File: src/rtl/sfr_pkg.sv
// shared types and constants for the serial frame receiver
// no dependencies; imported by every module of the block

package sfr_pkg;

  localparam int MAX_PAYLOAD_DEF = 32;
  localparam int STORE_DEPTH_DEF = 64;
  localparam int HEADER_BYTES    = 7;
  localparam int TRAILER_BYTES   = 3;

  localparam int BYTE_W    = 8;
  localparam int LEN_W     = 6;
  localparam int IDX_W     = 5;
  localparam int CNT_W     = 16;
  localparam int HIDX_W    = $clog2(HEADER_BYTES);
  localparam int CMP_W     = LEN_W + 2;
  localparam int RAW_W     = 2 * BYTE_W;
  localparam int CFG_IDX_W = 3;

  localparam int Q_DEPTH = 2;
  localparam int Q_PW    = $clog2(Q_DEPTH);
  localparam int Q_CW    = $clog2(Q_DEPTH + 1);

  localparam logic [CFG_IDX_W-1:0] REG_SYNC_FIRST  = 3'd0;
  localparam logic [CFG_IDX_W-1:0] REG_SYNC_SECOND = 3'd1;
  localparam logic [CFG_IDX_W-1:0] REG_SYNC_THIRD  = 3'd2;
  localparam logic [CFG_IDX_W-1:0] REG_END_FIRST   = 3'd3;
  localparam logic [CFG_IDX_W-1:0] REG_END_SECOND  = 3'd4;

  localparam logic STATUS_OK  = 1'b0;
  localparam logic STATUS_ERR = 1'b1;

  typedef struct packed {
    logic [BYTE_W-1:0] sync_first;
    logic [BYTE_W-1:0] sync_second;
    logic [BYTE_W-1:0] sync_third;
    logic [BYTE_W-1:0] end_first;
    logic [BYTE_W-1:0] end_second;
  } cfg_t;

  typedef struct packed {
    logic              status;
    logic [BYTE_W-1:0] msg_class;
    logic [BYTE_W-1:0] msg_kind;
    logic [LEN_W-1:0]  plen;
    logic [CNT_W-1:0]  cerr;
    logic [CNT_W-1:0]  herr;
  } job_t;

  typedef struct packed {
    logic full;
    logic empty;
    logic has_good;
  } q_stat_t;

  typedef enum logic [1:0] {
    BK_IDLE,
    BK_FETCH,
    BK_SHOW
  } bk_state_t;

endpackage

File: src/rtl/serial_frame_receiver_unit.sv
// serial frame receiver: sync header, length and additive checksum deframer
// holds the configuration registers; uses sfr_pkg, sfr_front, sfr_queue, sfr_back
//
// in_* carries one received byte per transaction; out_* carries results: one per
// payload byte of a good frame (last set on the final one), or a single error result
// for a bad checksum or length. cfg_we writes register cfg_addr:
// 0..2 header sync bytes, 3..4 terminator pair; other indexes are ignored.
// a frame is checked when its last terminator byte is taken, from a running sum;
// an error result goes from the idle state straight to the show state, while each
// result of a good frame first passes the fetch state (one payload store read per
// result), so a good frame offers no new result before the store read for it is done.
// the payload store has one write and one read port: a byte at store position 7 or
// beyond waits while a result job is being sent or a good frame is queued, so only
// the 7 header bytes of the next frame are taken during a drain.
// a two-entry job queue sits between the front end and the result side; a header
// byte waits only when it is full. when the receiver stalls, the result on out_*
// holds unchanged and the byte stream stops at the next frame's payload.
// reset is synchronous: framing and hunt state, counters and registers go to zero;
// the store is not cleared and needs no clearing pass.

module serial_frame_receiver_unit #(
  parameter int MAX_PAYLOAD = sfr_pkg::MAX_PAYLOAD_DEF,
  parameter int STORE_DEPTH = sfr_pkg::STORE_DEPTH_DEF
) (
  input  logic                          clk,
  input  logic                          rst_n,
  input  logic                          cfg_we,
  input  logic [sfr_pkg::CFG_IDX_W-1:0] cfg_addr,
  input  logic [sfr_pkg::BYTE_W-1:0]    cfg_wdata,
  input  logic                          in_valid,
  output logic                          in_ready,
  input  logic [sfr_pkg::BYTE_W-1:0]    in_rx_byte,
  output logic                          out_valid,
  input  logic                          out_ready,
  output logic                          out_status,
  output logic [sfr_pkg::BYTE_W-1:0]    out_msg_class,
  output logic [sfr_pkg::BYTE_W-1:0]    out_msg_kind,
  output logic [sfr_pkg::LEN_W-1:0]     out_payload_len,
  output logic [sfr_pkg::IDX_W-1:0]     out_byte_index,
  output logic [sfr_pkg::BYTE_W-1:0]    out_data_byte,
  output logic                          out_last,
  output logic [sfr_pkg::CNT_W-1:0]     out_checksum_errors,
  output logic [sfr_pkg::CNT_W-1:0]     out_header_errors
);
  import sfr_pkg::*;

  localparam int PW = $clog2(STORE_DEPTH);

  cfg_t              cfg_r, cfg_nxt;
  q_stat_t           q_stat;
  job_t              push_job, head;
  logic              push, pop, back_busy;
  logic              wr_en;
  logic [PW-1:0]     wr_addr;
  logic [BYTE_W-1:0] wr_data;

  always_comb begin
    cfg_nxt = cfg_r;
    if (cfg_we) begin
      case (cfg_addr)
        REG_SYNC_FIRST:  cfg_nxt.sync_first  = cfg_wdata;
        REG_SYNC_SECOND: cfg_nxt.sync_second = cfg_wdata;
        REG_SYNC_THIRD:  cfg_nxt.sync_third  = cfg_wdata;
        REG_END_FIRST:   cfg_nxt.end_first   = cfg_wdata;
        REG_END_SECOND:  cfg_nxt.end_second  = cfg_wdata;
        default:         cfg_nxt = cfg_r;
      endcase
    end
  end

  always_ff @(posedge clk) begin
    if (!rst_n) begin
      cfg_r <= '0;
    end else begin
      cfg_r <= cfg_nxt;
    end
  end

  sfr_front #(
    .MAX_PAYLOAD (MAX_PAYLOAD),
    .STORE_DEPTH (STORE_DEPTH)
  ) u_front (
    .clk        (clk),
    .rst_n      (rst_n),
    .cfg        (cfg_r),
    .in_valid   (in_valid),
    .in_rx_byte (in_rx_byte),
    .in_ready   (in_ready),
    .q_stat     (q_stat),
    .back_busy  (back_busy),
    .push       (push),
    .job        (push_job),
    .wr_en      (wr_en),
    .wr_addr    (wr_addr),
    .wr_data    (wr_data)
  );

  sfr_queue u_queue (
    .clk      (clk),
    .rst_n    (rst_n),
    .push     (push),
    .push_job (push_job),
    .pop      (pop),
    .head     (head),
    .stat     (q_stat)
  );

  sfr_back #(
    .STORE_DEPTH (STORE_DEPTH)
  ) u_back (
    .clk                 (clk),
    .rst_n               (rst_n),
    .wr_en               (wr_en),
    .wr_addr             (wr_addr),
    .wr_data             (wr_data),
    .head                (head),
    .q_stat              (q_stat),
    .pop                 (pop),
    .busy                (back_busy),
    .out_valid           (out_valid),
    .out_ready           (out_ready),
    .out_status          (out_status),
    .out_msg_class       (out_msg_class),
    .out_msg_kind        (out_msg_kind),
    .out_payload_len     (out_payload_len),
    .out_byte_index      (out_byte_index),
    .out_data_byte       (out_data_byte),
    .out_last            (out_last),
    .out_checksum_errors (out_checksum_errors),
    .out_header_errors   (out_header_errors)
  );

endmodule

File: src/rtl/sfr_front.sv
// front end: takes received bytes, tracks framing and hunt state, checks frames
// depends on sfr_pkg; pushes frame jobs into sfr_queue and writes payload store

module sfr_front #(
  parameter int MAX_PAYLOAD = sfr_pkg::MAX_PAYLOAD_DEF,
  parameter int STORE_DEPTH = sfr_pkg::STORE_DEPTH_DEF,
  localparam int PW = $clog2(STORE_DEPTH)
) (
  input  logic                      clk,
  input  logic                      rst_n,
  input  sfr_pkg::cfg_t             cfg,
  input  logic                      in_valid,
  input  logic [sfr_pkg::BYTE_W-1:0] in_rx_byte,
  output logic                      in_ready,
  input  sfr_pkg::q_stat_t          q_stat,
  input  logic                      back_busy,
  output logic                      push,
  output sfr_pkg::job_t             job,
  output logic                      wr_en,
  output logic [PW-1:0]             wr_addr,
  output logic [sfr_pkg::BYTE_W-1:0] wr_data
);
  import sfr_pkg::*;

  logic [PW-1:0]     pos_r, pos_nxt, pos_inc;
  logic              hunting_r, hunting_nxt;
  logic              lk_r, lk_nxt;
  logic [LEN_W-1:0]  len_r, len_nxt;
  logic [BYTE_W-1:0] acc_r, acc_nxt;
  logic [BYTE_W-1:0] cks_r, cks_nxt;
  logic [BYTE_W-1:0] p1_r, p1_nxt, p2_r, p2_nxt;
  logic [CNT_W-1:0]  ccnt_r, ccnt_nxt, hcnt_r, hcnt_nxt;
  logic [BYTE_W-1:0] hdr_r [HEADER_BYTES];
  logic [BYTE_W-1:0] hdr_nxt [HEADER_BYTES];
  logic [BYTE_W-1:0] hsum;
  logic [RAW_W-1:0]  raw, raw_in;
  logic              accept, in_payload, good;
  logic [CMP_W-1:0]  pos_c;

  assign pos_c   = CMP_W'(pos_r);
  assign pos_inc = (pos_r == PW'(STORE_DEPTH - 1)) ? '0 : pos_r + 1'b1;
  assign in_ready = !q_stat.full &&
                    !((pos_c >= CMP_W'(HEADER_BYTES)) && (q_stat.has_good || back_busy));
  assign accept  = in_valid && in_ready;

  assign wr_en   = accept && (pos_c >= CMP_W'(HEADER_BYTES));
  assign wr_addr = pos_r;
  assign wr_data = in_rx_byte;

  assign raw    = {hdr_r[6], hdr_r[5]};
  assign raw_in = {in_rx_byte, hdr_r[5]};

  always_comb begin
    hsum = '0;
    for (int i = 0; i < HEADER_BYTES; i++) begin
      hsum = hsum + hdr_r[i];
    end
  end

  assign in_payload = lk_r && (pos_c >= CMP_W'(HEADER_BYTES)) &&
                      (pos_c < CMP_W'(len_r) + CMP_W'(HEADER_BYTES));

  assign good = (raw != '0) && (raw <= RAW_W'(MAX_PAYLOAD)) &&
                ((RAW_W + 1)'(HEADER_BYTES) + (RAW_W + 1)'(raw) <
                 (RAW_W + 1)'(STORE_DEPTH)) &&
                (BYTE_W'(hsum + acc_r) == cks_r);

  always_comb begin
    pos_nxt     = pos_r;
    hunting_nxt = hunting_r;
    lk_nxt      = lk_r;
    len_nxt     = len_r;
    acc_nxt     = acc_r;
    cks_nxt     = cks_r;
    p1_nxt      = p1_r;
    p2_nxt      = p2_r;
    ccnt_nxt    = ccnt_r;
    hcnt_nxt    = hcnt_r;
    hdr_nxt     = hdr_r;
    push        = 1'b0;
    job         = '0;
    if (accept) begin
      if (pos_c < CMP_W'(HEADER_BYTES)) begin
        hdr_nxt[pos_r[HIDX_W-1:0]] = in_rx_byte;
      end
      pos_nxt = pos_inc;
      if (!hunting_r) begin
        if (in_payload) begin
          acc_nxt = acc_r + in_rx_byte;
        end
        if (lk_r && (pos_c == CMP_W'(len_r) + CMP_W'(HEADER_BYTES))) begin
          cks_nxt = in_rx_byte;
        end
        if (pos_r == PW'(2)) begin
          hunting_nxt = 1'b1;
          if (!(hdr_r[0] == cfg.sync_first && hdr_r[1] == cfg.sync_second &&
                in_rx_byte == cfg.sync_third)) begin
            hcnt_nxt = hcnt_r + 1'b1;
          end
        end else if (pos_r == PW'(6)) begin
          len_nxt = (raw_in > RAW_W'(MAX_PAYLOAD)) ? LEN_W'(MAX_PAYLOAD) : raw_in[LEN_W-1:0];
          lk_nxt  = 1'b1;
          acc_nxt = '0;
        end
        if (lk_nxt && (pos_c >= CMP_W'(len_nxt) +
                                CMP_W'(HEADER_BYTES + TRAILER_BYTES - 1))) begin
          push          = 1'b1;
          job.msg_class = hdr_r[3];
          job.msg_kind  = hdr_r[4];
          job.plen      = len_nxt;
          if (good) begin
            job.status = STATUS_OK;
          end else begin
            job.status  = STATUS_ERR;
            hunting_nxt = 1'b1;
            ccnt_nxt    = ccnt_r + 1'b1;
          end
          job.cerr = ccnt_nxt;
          job.herr = hcnt_nxt;
          pos_nxt  = '0;
          lk_nxt   = 1'b0;
        end
      end
      if (hunting_nxt) begin
        if (p1_r == cfg.end_first && in_rx_byte == cfg.end_second) begin
          pos_nxt     = '0;
          hunting_nxt = 1'b0;
        end else if (p2_r == cfg.sync_first && p1_r == cfg.sync_second &&
                     in_rx_byte == cfg.sync_third) begin
          hdr_nxt[0]  = cfg.sync_first;
          hdr_nxt[1]  = cfg.sync_second;
          hdr_nxt[2]  = cfg.sync_third;
          pos_nxt     = PW'(3);
          hunting_nxt = 1'b0;
        end
      end
      p2_nxt = p1_r;
      p1_nxt = in_rx_byte;
    end
  end

  always_ff @(posedge clk) begin
    if (!rst_n) begin
      pos_r     <= '0;
      hunting_r <= 1'b0;
      lk_r      <= 1'b0;
      len_r     <= '0;
      p1_r      <= '0;
      p2_r      <= '0;
      ccnt_r    <= '0;
      hcnt_r    <= '0;
    end else begin
      pos_r     <= pos_nxt;
      hunting_r <= hunting_nxt;
      lk_r      <= lk_nxt;
      len_r     <= len_nxt;
      p1_r      <= p1_nxt;
      p2_r      <= p2_nxt;
      ccnt_r    <= ccnt_nxt;
      hcnt_r    <= hcnt_nxt;
    end
  end

  always_ff @(posedge clk) begin
    acc_r <= acc_nxt;
    cks_r <= cks_nxt;
    hdr_r <= hdr_nxt;
  end

endmodule

File: src/rtl/sfr_queue.sv
// short job queue between the front end and the result back end
// depends on sfr_pkg for the job and status types

module sfr_queue (
  input  logic             clk,
  input  logic             rst_n,
  input  logic             push,
  input  sfr_pkg::job_t    push_job,
  input  logic             pop,
  output sfr_pkg::job_t    head,
  output sfr_pkg::q_stat_t stat
);
  import sfr_pkg::*;

  job_t            ent_r [Q_DEPTH];
  logic [Q_PW-1:0] rp_r, rp_nxt, wp_r, wp_nxt;
  logic [Q_CW-1:0] cnt_r, cnt_nxt;
  logic            good_any;
  logic [Q_PW-1:0] rel;

  assign head       = ent_r[rp_r];
  assign stat.full  = (cnt_r == Q_CW'(Q_DEPTH));
  assign stat.empty = (cnt_r == '0);
  assign stat.has_good = good_any;

  always_comb begin
    good_any = 1'b0;
    rel      = '0;
    for (int i = 0; i < Q_DEPTH; i++) begin
      rel = Q_PW'(i) - rp_r;
      if ((Q_CW'(rel) < cnt_r) && (ent_r[i].status == STATUS_OK)) begin
        good_any = 1'b1;
      end
    end
  end

  always_comb begin
    rp_nxt  = pop  ? rp_r + 1'b1 : rp_r;
    wp_nxt  = push ? wp_r + 1'b1 : wp_r;
    cnt_nxt = cnt_r + Q_CW'(push) - Q_CW'(pop);
  end

  always_ff @(posedge clk) begin
    if (!rst_n) begin
      rp_r  <= '0;
      wp_r  <= '0;
      cnt_r <= '0;
    end else begin
      rp_r  <= rp_nxt;
      wp_r  <= wp_nxt;
      cnt_r <= cnt_nxt;
    end
  end

  always_ff @(posedge clk) begin
    if (push) begin
      ent_r[wp_r] <= push_job;
    end
  end

endmodule

File: src/rtl/sfr_back.sv
// back end: holds the payload store and turns frame jobs into result transactions
// depends on sfr_pkg; fed by sfr_queue, store written by sfr_front

module sfr_back #(
  parameter int STORE_DEPTH = sfr_pkg::STORE_DEPTH_DEF,
  localparam int PW = $clog2(STORE_DEPTH)
) (
  input  logic                       clk,
  input  logic                       rst_n,
  input  logic                       wr_en,
  input  logic [PW-1:0]              wr_addr,
  input  logic [sfr_pkg::BYTE_W-1:0] wr_data,
  input  sfr_pkg::job_t              head,
  input  sfr_pkg::q_stat_t           q_stat,
  output logic                       pop,
  output logic                       busy,
  output logic                       out_valid,
  input  logic                       out_ready,
  output logic                       out_status,
  output logic [sfr_pkg::BYTE_W-1:0] out_msg_class,
  output logic [sfr_pkg::BYTE_W-1:0] out_msg_kind,
  output logic [sfr_pkg::LEN_W-1:0]  out_payload_len,
  output logic [sfr_pkg::IDX_W-1:0]  out_byte_index,
  output logic [sfr_pkg::BYTE_W-1:0] out_data_byte,
  output logic                       out_last,
  output logic [sfr_pkg::CNT_W-1:0]  out_checksum_errors,
  output logic [sfr_pkg::CNT_W-1:0]  out_header_errors
);
  import sfr_pkg::*;

  bk_state_t         state_r, state_nxt;
  job_t              job_r;
  logic [LEN_W-1:0]  idx_r, idx_step;
  logic [BYTE_W-1:0] mem [STORE_DEPTH];
  logic [BYTE_W-1:0] rd_data_r;
  logic              rd_en, load, step, last;
  logic [PW-1:0]     rd_addr;

  assign idx_step = idx_r + 1'b1;
  assign last     = (job_r.status == STATUS_ERR) || (idx_step == job_r.plen);

  always_comb begin
    state_nxt = state_r;
    case (state_r)
      BK_IDLE: begin
        if (!q_stat.empty) begin
          state_nxt = (head.status == STATUS_ERR) ? BK_SHOW : BK_FETCH;
        end
      end
      BK_FETCH: state_nxt = BK_SHOW;
      BK_SHOW: begin
        if (out_ready) begin
          state_nxt = last ? BK_IDLE : BK_FETCH;
        end
      end
      default: state_nxt = BK_IDLE;
    endcase
  end

  always_comb begin
    load      = 1'b0;
    step      = 1'b0;
    rd_en     = 1'b0;
    rd_addr   = PW'(HEADER_BYTES);
    out_valid = 1'b0;
    busy      = 1'b1;
    case (state_r)
      BK_IDLE: begin
        busy  = 1'b0;
        load  = !q_stat.empty;
        rd_en = !q_stat.empty && (head.status == STATUS_OK);
      end
      BK_FETCH: ;
      BK_SHOW: begin
        out_valid = 1'b1;
        step      = out_ready && !last;
        rd_en     = step;
        rd_addr   = PW'(HEADER_BYTES) + PW'(idx_step);
      end
      default: busy = 1'b0;
    endcase
  end

  assign pop = load;

  always_ff @(posedge clk) begin
    if (!rst_n) begin
      state_r <= BK_IDLE;
    end else begin
      state_r <= state_nxt;
    end
  end

  always_ff @(posedge clk) begin
    if (load) begin
      job_r <= head;
      idx_r <= '0;
    end else if (step) begin
      idx_r <= idx_step;
    end
  end

  always_ff @(posedge clk) begin
    if (wr_en) begin
      mem[wr_addr] <= wr_data;
    end
    if (rd_en) begin
      rd_data_r <= mem[rd_addr];
    end
  end

  assign out_status          = job_r.status;
  assign out_msg_class       = job_r.msg_class;
  assign out_msg_kind        = job_r.msg_kind;
  assign out_payload_len     = job_r.plen;
  assign out_byte_index      = idx_r[IDX_W-1:0];
  assign out_data_byte       = (job_r.status == STATUS_ERR) ? '0 : rd_data_r;
  assign out_last            = last;
  assign out_checksum_errors = job_r.cerr;
  assign out_header_errors   = job_r.herr;

endmodule

File: config.mk
export PLATFORM = sky130hd
export DESIGN_NAME = serial_frame_receiver_unit
export DESIGN_NICKNAME = d
export VERILOG_FILES = /design/src/rtl/sfr_pkg.sv /design/src/rtl/serial_frame_receiver_unit.sv /design/src/rtl/sfr_front.sv /design/src/rtl/sfr_queue.sv /design/src/rtl/sfr_back.sv
export SDC_FILE = /design/constraint.sdc
export NUM_CORES = 1
export LEC_CHECK = 0
export ABC_AREA = 0
export ABC_CLOCK_PERIOD_IN_PS = 18400
export BUFFER_PORTS_ARGS = -buffer_cell sky130_fd_sc_hd__buf_2
export CELL_PAD_IN_SITES_DETAIL_PLACEMENT = 0
export CELL_PAD_IN_SITES_GLOBAL_PLACEMENT = 1
export CORE_ASPECT_RATIO = 2
export CORE_UTILIZATION = 45
export DETAILED_ROUTE_END_ITERATION = 10
export PLACE_DENSITY_LB_ADDON = 0.1
export SLEW_MARGIN = 0
export SYNTH_ARGS = -nofsm -noshare
export SYNTH_HDL_FRONTEND = slang
export SYNTH_SLANG_ARGS = --single-unit
File: constraint.sdc
create_clock -name clk -period 18.4 [get_ports clk]
set_clock_uncertainty 0.1 [all_clocks]
set_input_delay 0.92 -clock clk [delete_from_list [all_inputs] [get_ports clk]]
set_output_delay 0.92 -clock clk [all_outputs]
set_load 0.02 [all_outputs]
# --- After elaboration in Yosys (flattened, before gate mapping) ---
# Memory sizes are Yosys's and may differ from the RTL's. A register that Yosys moved wholly into a read port is not among the register bits.
# Cells that the tools add are included.
totals:
  ff_bits: 241
  mem_bits_rw: 622
  inputBits: 24
  output_inout_bits: 71
  wordCells: 201
  mem_count: 2
classes:
  add_sub_neg: 22
  order_cmp: 11
  eq_ne: 22
  muxes: 64
  bitwise_logic: 5
  reduce_logical: 42
memory_table:
  columns: ["name", "words", "width", "rd", "rd_clocked_by_memory_dff", "wr", "line", "rtl"]
  rows:
  - ["u_back.mem", 64, 8, 1, 1, 1, "sfr_back.sv:34", "logic [BYTE_W-1:0] mem [STORE_DEPTH];"]
  - ["u_queue.ent_r", 2, 55, 3, 1, 1, "sfr_queue.sv:15", "job_t ent_r [Q_DEPTH];"]
ops:
  columns: ["op", "count"]
  rows:
  - ["two-way mux 55 bit", 3]
  - ["two-way mux 24 bit", 3]
  - ["two-way mux 6 bit", 12]
  - ["adder 8 bit", 8]
  - ["equality test 8 bit", 8]
  - ["bitwise mux 56 bit", 1]
  - ["two-way mux 56 bit", 1]
  - ["two-way mux 16 bit", 3]
  - ["two-way mux 8 bit", 5]
  - ["adder 16 x 1 -> 16 bit (second input constant)", 2]
  - ["two-way mux 1 bit", 30]
  - ["demux 8 bit (select 3 bit)", 1]
  - ["logical AND 1 bit", 21]
  - ["adder 3 x 16 -> 17 bit (first input constant)", 1]
  - ["< comparator 17 x 7 -> 1 bit (second input constant)", 1]
  - ["> comparator 16 x 6 -> 1 bit (second input constant)", 1]
  - ["less-or-equal comparator 16 x 6 -> 1 bit (second input constant)", 1]
  - ["AND reduction 2 bit", 8]
  - ["nonzero test 16 bit", 1]
  - ["adder 6 x 1 -> 6 bit (second input constant)", 2]
  - ["equality test 6 x 8 -> 1 bit", 1]
  - ["greater-or-equal comparator 6 x 8 -> 1 bit", 1]
  - ["< comparator 6 x 8 -> 1 bit", 1]
  - ["adder 6 x 3 -> 7 bit (second input constant)", 1]
  - ["other kinds (32)", 49]

# --- Longest topological paths before layout ---
logic_depth:
  ltp_word: 19
  mapped_depth: 22
  mapped_depth_nobuf: 19

# --- Modules after synthesis ---
# From an unflattened synthesis, not the netlist that was laid out.
unflattened:
  hier_cells: 2778
  hier_area_um2: 38785.9
modules_own_cells:
  columns: ["module", "instances", "cells_each", "area_per_inst_um2", "seq_area_each_um2"]
  rows:
  - ["sfr_back", 1, 1455, 23308.6, 17426.7]
  - ["sfr_front", 1, 984, 9514.1, 3403.3]
  - ["sfr_queue", 1, 196, 4476.8, 3403.3]
  - ["serial_frame_receiver_unit", 1, 143, 1486.4, 800.8]

# --- Least setup slack after synthesis ---
# Ideal clock, no wire load.
synth_path:
  path_kind: "input port to flip-flop"
  startpoint: "in in_rx_byte[7] in the netlist's numbering"
  endpoint: "mem u_queue.ent_r[0][0] in the netlist's numbering, enable pin"
  setup_ns: 0.468
  arrival_ns: 6.373
  t_required_ns: 17.832
  setup_slack_ns: 11.459
  stages: 18
  path_buffers: 4
  cell_sequence: "clkbuf_1 nor4_1 nand3_1 nor3_1 nand2_1 o21ai_0 ha_1 a21oi_1 xnor2_1 ha_1 nand2_1 o31ai_1 and2_1 clkbuf_1 nand2_1 buf_2 buf_1 nor2_1"
synth_between:
  elab_chain_cells: 14
synth_lines:
  columns: ["item", "line", "rtl"]
  rows:
  - ["start: declaration", "serial_frame_receiver_unit.sv:32", "input logic [sfr_pkg::BYTE_W-1:0] in_rx_byte,"]
  - ["> comparator 16 x 6 -> 1 bit", "sfr_front.sv:101", "len_nxt = (raw_in > RAW_W'(MAX_PAYLOAD)) ? LEN_W'(MAX_PAYLOAD) : raw_in[LEN_W-1:0];"]
  - ["two-way mux 6 bit", "sfr_front.sv:101", null]
  - ["two-way mux 6 bit", "sfr_front.sv:100", "end else if (pos_r == PW'(6)) begin"]
  - ["two-way mux 6 bit", "sfr_front.sv:94", "if (pos_r == PW'(2)) begin"]
  - ["two-way mux 6 bit", "sfr_front.sv:87", "if (!hunting_r) begin"]
  - ["two-way mux 6 bit", "sfr_front.sv:82", "if (accept) begin"]
  - ["adder 6 x 4 -> 7 bit", "sfr_front.sv:105", "if (lk_nxt && (pos_c >= CMP_W'(len_nxt) +"]
  - ["greater-or-equal comparator 6 x 8 -> 1 bit", "sfr_front.sv:105", null]
  - ["logical AND 1 bit", "sfr_front.sv:105", null]
  - ["two-way mux 1 bit", "sfr_front.sv:105", null]
  - ["two-way mux 1 bit", "sfr_front.sv:87", null]
  - ["two-way mux 1 bit", "sfr_front.sv:82", null]
  - ["two-way mux 1 bit", "sfr_queue.sv:56", "if (push) begin"]
  - ["two-way mux 1 bit (not written as such)", "sfr_queue.sv:57", "ent_r[wp_r] <= push_job;"]
  - ["end: declaration", "sfr_queue.sv:15", null]
# No other way between the ends. The select of a mux whose other input is x is not followed.

# --- Worst setup path in the final report ---
layout_path:
  startpoint: "in in_rx_byte[2] in the netlist's numbering"
  endpoint: "mem u_queue.ent_r[0][12] in the netlist's numbering, enable pin"
# Same word-level chain as after synthesis.

==> out/metrics.yaml <==
status: "finished with violations"
violations: "DRC"
die_w_microns: 206.5
synth_area_leaders: "edfxtp_1, dfxtp_1, mux4_2"
setup_viol: 0
p_per_area_mw_per_mm2: 133.8
p_sw_frac: 0.3107
fillers: 7084
syn-cell-area_sq_mm: 0.03765
yosysSeqAreaShare: 0.6649
synth-seq-cells: 872
cts.htree.levels: 3
route.detailed.drc: 2
initial_utilization: 0.4559
rows: 149
port_buffers: 94
cts_sinks: 872
slew_headroom: 0.2449
yosys-top-cells-count: "edfxtp_1, nand2_1, nor2_1"
p_clk_frac: 0.304
diodes: 0
grt-ovfl-total: 0
via_per_inst: 5.672
peakVddDrop_mv: 0.1053
fin_setup_tns_ns: 0
critPathRequiredTime_ns: 18.58
synth_ff_type: "edfxtp_1"
fmax_mhz: 162.6
dr.pass1.iters: 8
die_y_microns: 411.1
synth_cells: 2553
maxSlewViolCount: 0
avgRoutedWirePerCell_microns: 26.23
yosys.area.top_type: "edfxtp_1"
vias: 21503
drt-total-wl_mm: 99.43
clkTransAtPathRegs_ns: 0.07
grt_pass1_vias: 22622
power.leakage_nw: 14.13
end_kind: "register"
cts_hold_buf: 0
cp-start-kind: "input port"
cts_resized: 0
postSynth.asyncResetShare: 0
fin_ws_ns: 12.25
cts_buffers: 77
clock_latency_ns: 0.66
root_buffer: "clkbuf_16"
r2r_end: "u_front.hdr_r[52]"
synth.most_common_cell: "edfxtp_1"
period_minus_slack_ns: 6.152
seqPwrFrac: 0.418
area_growth_pct: 11.54
p_comb_frac: 0.278
ys_types: 72
path_class: "input port to register"
p_switching_mw: 1.746
grt_pass1_wl_mm: 147.3
fin_crit_sh: 0.3343
grt_max_degree: 77
hpwl_mm: 67.54
arrival_ns: 6.33
maxCapViolations: 0
antenna_left: 0
clockBufferDepth: 3
r2r_setup_slack_ns: 12.28
postCtsSetupBuffers: 0
hold_viol: 0
drive_above_1_share: 0.1759
cts_tree: "yes"
grt_usage: 0.2405
multi_input_area_sq_mm: 0.01194
grt_setup_unrepaired: "no"
antenna_found_initial: 1
critPathCapture: "u_queue.ent_r[0][12]"
power.internal_mw: 3.874
num_io_pins: 95
seq_area_sq_mm: 0.02504
drtIter0Drc: 1170
worst_pin_slew_ns: 1.122
core_area_sq_mm: 0.08259
ys.warnings.count: 0
synth_top_area_share: 0.6037
crit_start: "in_rx_byte[2]"
nNetsFinal: 2778
syn_area_per_cell_sq_um: 14.75
dp_slack_ns: 11.57
reg2reg_depth: 18
synth_enable_flop_cells: 757
cp_max_fo: 42
hold_path_class: "register to register"
die_area_sq_mm: 0.08490
gp_congestion: 0.8542
## worst max-delay path: stages
cell,delay [ns]
buf_2,0.39
nor4_1,0.48
nand3_1,0.23
nor3_1,0.58
nand2_1,0.10
o21ai_0,0.22
ha_1,0.30
a21oi_1,0.10
xnor2_1,0.13
ha_1,0.30
nand2_1,0.06
o31ai_1,0.31
and2_1,0.58
nand2_1,0.11
buf_4,0.31
nor2_4,0.54
buf_4,0.55
## registers in the layout, summed over array words and instances, names as in the netlist, 16 cells and up, named ones only
name / count
u_back.mem: 512
u_queue.ent_r: 110
cfg_r: 40
u_front.hdr_r: 24
u_back.out_checksum_errors: 16
u_back.out_header_errors: 16
u_front.ccnt_r: 16
u_front.hcnt_r: 16
## worst min-delay path by stage
stage               cells after the start              end             from
global route                            2        cfg_r[15]        cfg_r[15]
global placement                        2  u_front.p2_r[1]  u_front.p2_r[1]
detailed placement                      2  u_front.p2_r[6]  u_front.p2_r[6]
finish                                  2  u_front.p2_r[1]  u_front.p2_r[1]
floorplan                               2        cfg_r[15]        cfg_r[15]
CTS                                     2  u_front.p2_r[6]  u_front.p2_r[6]
## final cells by class
| type | instances | share of cell area |
|---|---|---|
| clock inverter | 45 | 0.01284 |
| tap | 1057 | 0.03149 |
| multi-input combinational | 1510 | 0.2844 |
| sequential | 872 | 0.5961 |
| clock buffer | 95 | 0.04949 |
| inverter | 74 | 0.006614 |
| timing repair buffer | 138 | 0.01907 |
## cell usage in the layout, fill, tap and decap left out, drive strengths merged, types with 6 or more instances in the layout
cell type  count
a211oi        32
a21o           7
a21oi        118
a221oi        16
a22o           8
a22oi         13
a31oi         16
a32o           7
and2          13
and3          43
buf          138
bufinv        10
clkbuf        95
clkinv        23
clkinvlp       9
conb          32
dfxtp        115
edfxtp       757
fa            40
ha            41
inv           77
mux2         104
mux2i         59
mux4          96
nand2        234
nand2b         7
nand3         59
nand3b         6
nand4         24
nor2         209
nor2b         16
nor3          22
nor4          15
o21ai         39
o22ai          8
or3           13
or4           11
xnor2         93
xor2          71
## kinds of logic after synthesis
family                     count (synthesis)  synth area share
adders and majority gates                 81           0.03489
other                                      1        0.00009960
AOI/OAI and AO/OA                        290           0.04855
DFF                                      872            0.6649
and+or+nand+nor                          682           0.08278
muxes                                    259            0.1062
buffers and inverters                    202           0.02246
xor gates and xnor gates                 166           0.04011
## per-stage QoR
stage / total power, mW / cell area (sq um) / cells / utilization / hold WS [ns]
detailed placement: 3.971 / 39380 / 3651 / 0.4768 / 0.3622
global placement: 3.953 / 39380 / 3651 / 0.4768 / 0.3567
global route: 5.866 / 42000 / 3791 / 0.5085 / 0.3968
floorplan: 3.489 / 37770 / 2584 / - / 0.3478
finish: 5.620 / 42000 / 3791 / 0.5085 / 0.3703
CTS: 5.683 / 42000 / 3791 / 0.5085 / 0.3716
## per-layer routing
layer  routed length (microns)  vias to the layer above  global-route usage
li1                          -                     9759                   -
met1                     35890                    11096              0.2625
met2                     55870                      478              0.4539
met3                      3155                      168             0.02922
met4                      4505                        2              0.1100
met5                        11                        -                   0
## power by group through the flow
| stage | combinational [mW] | sequential, mW | clock (mW) |
|---|---|---|---|
| after global routing | 1.70 | 2.36 | 1.80 |
| after global placement | 1.57 | 2.39 | 0 |
| after detailed placement | 1.58 | 2.39 | 0 |
| after floorplan | 1.05 | 2.44 | 0 |
| final | 1.56 | 2.35 | 1.71 |
| after CTS | 1.59 | 2.35 | 1.74 |
Power figures use the tool's default switching activity.
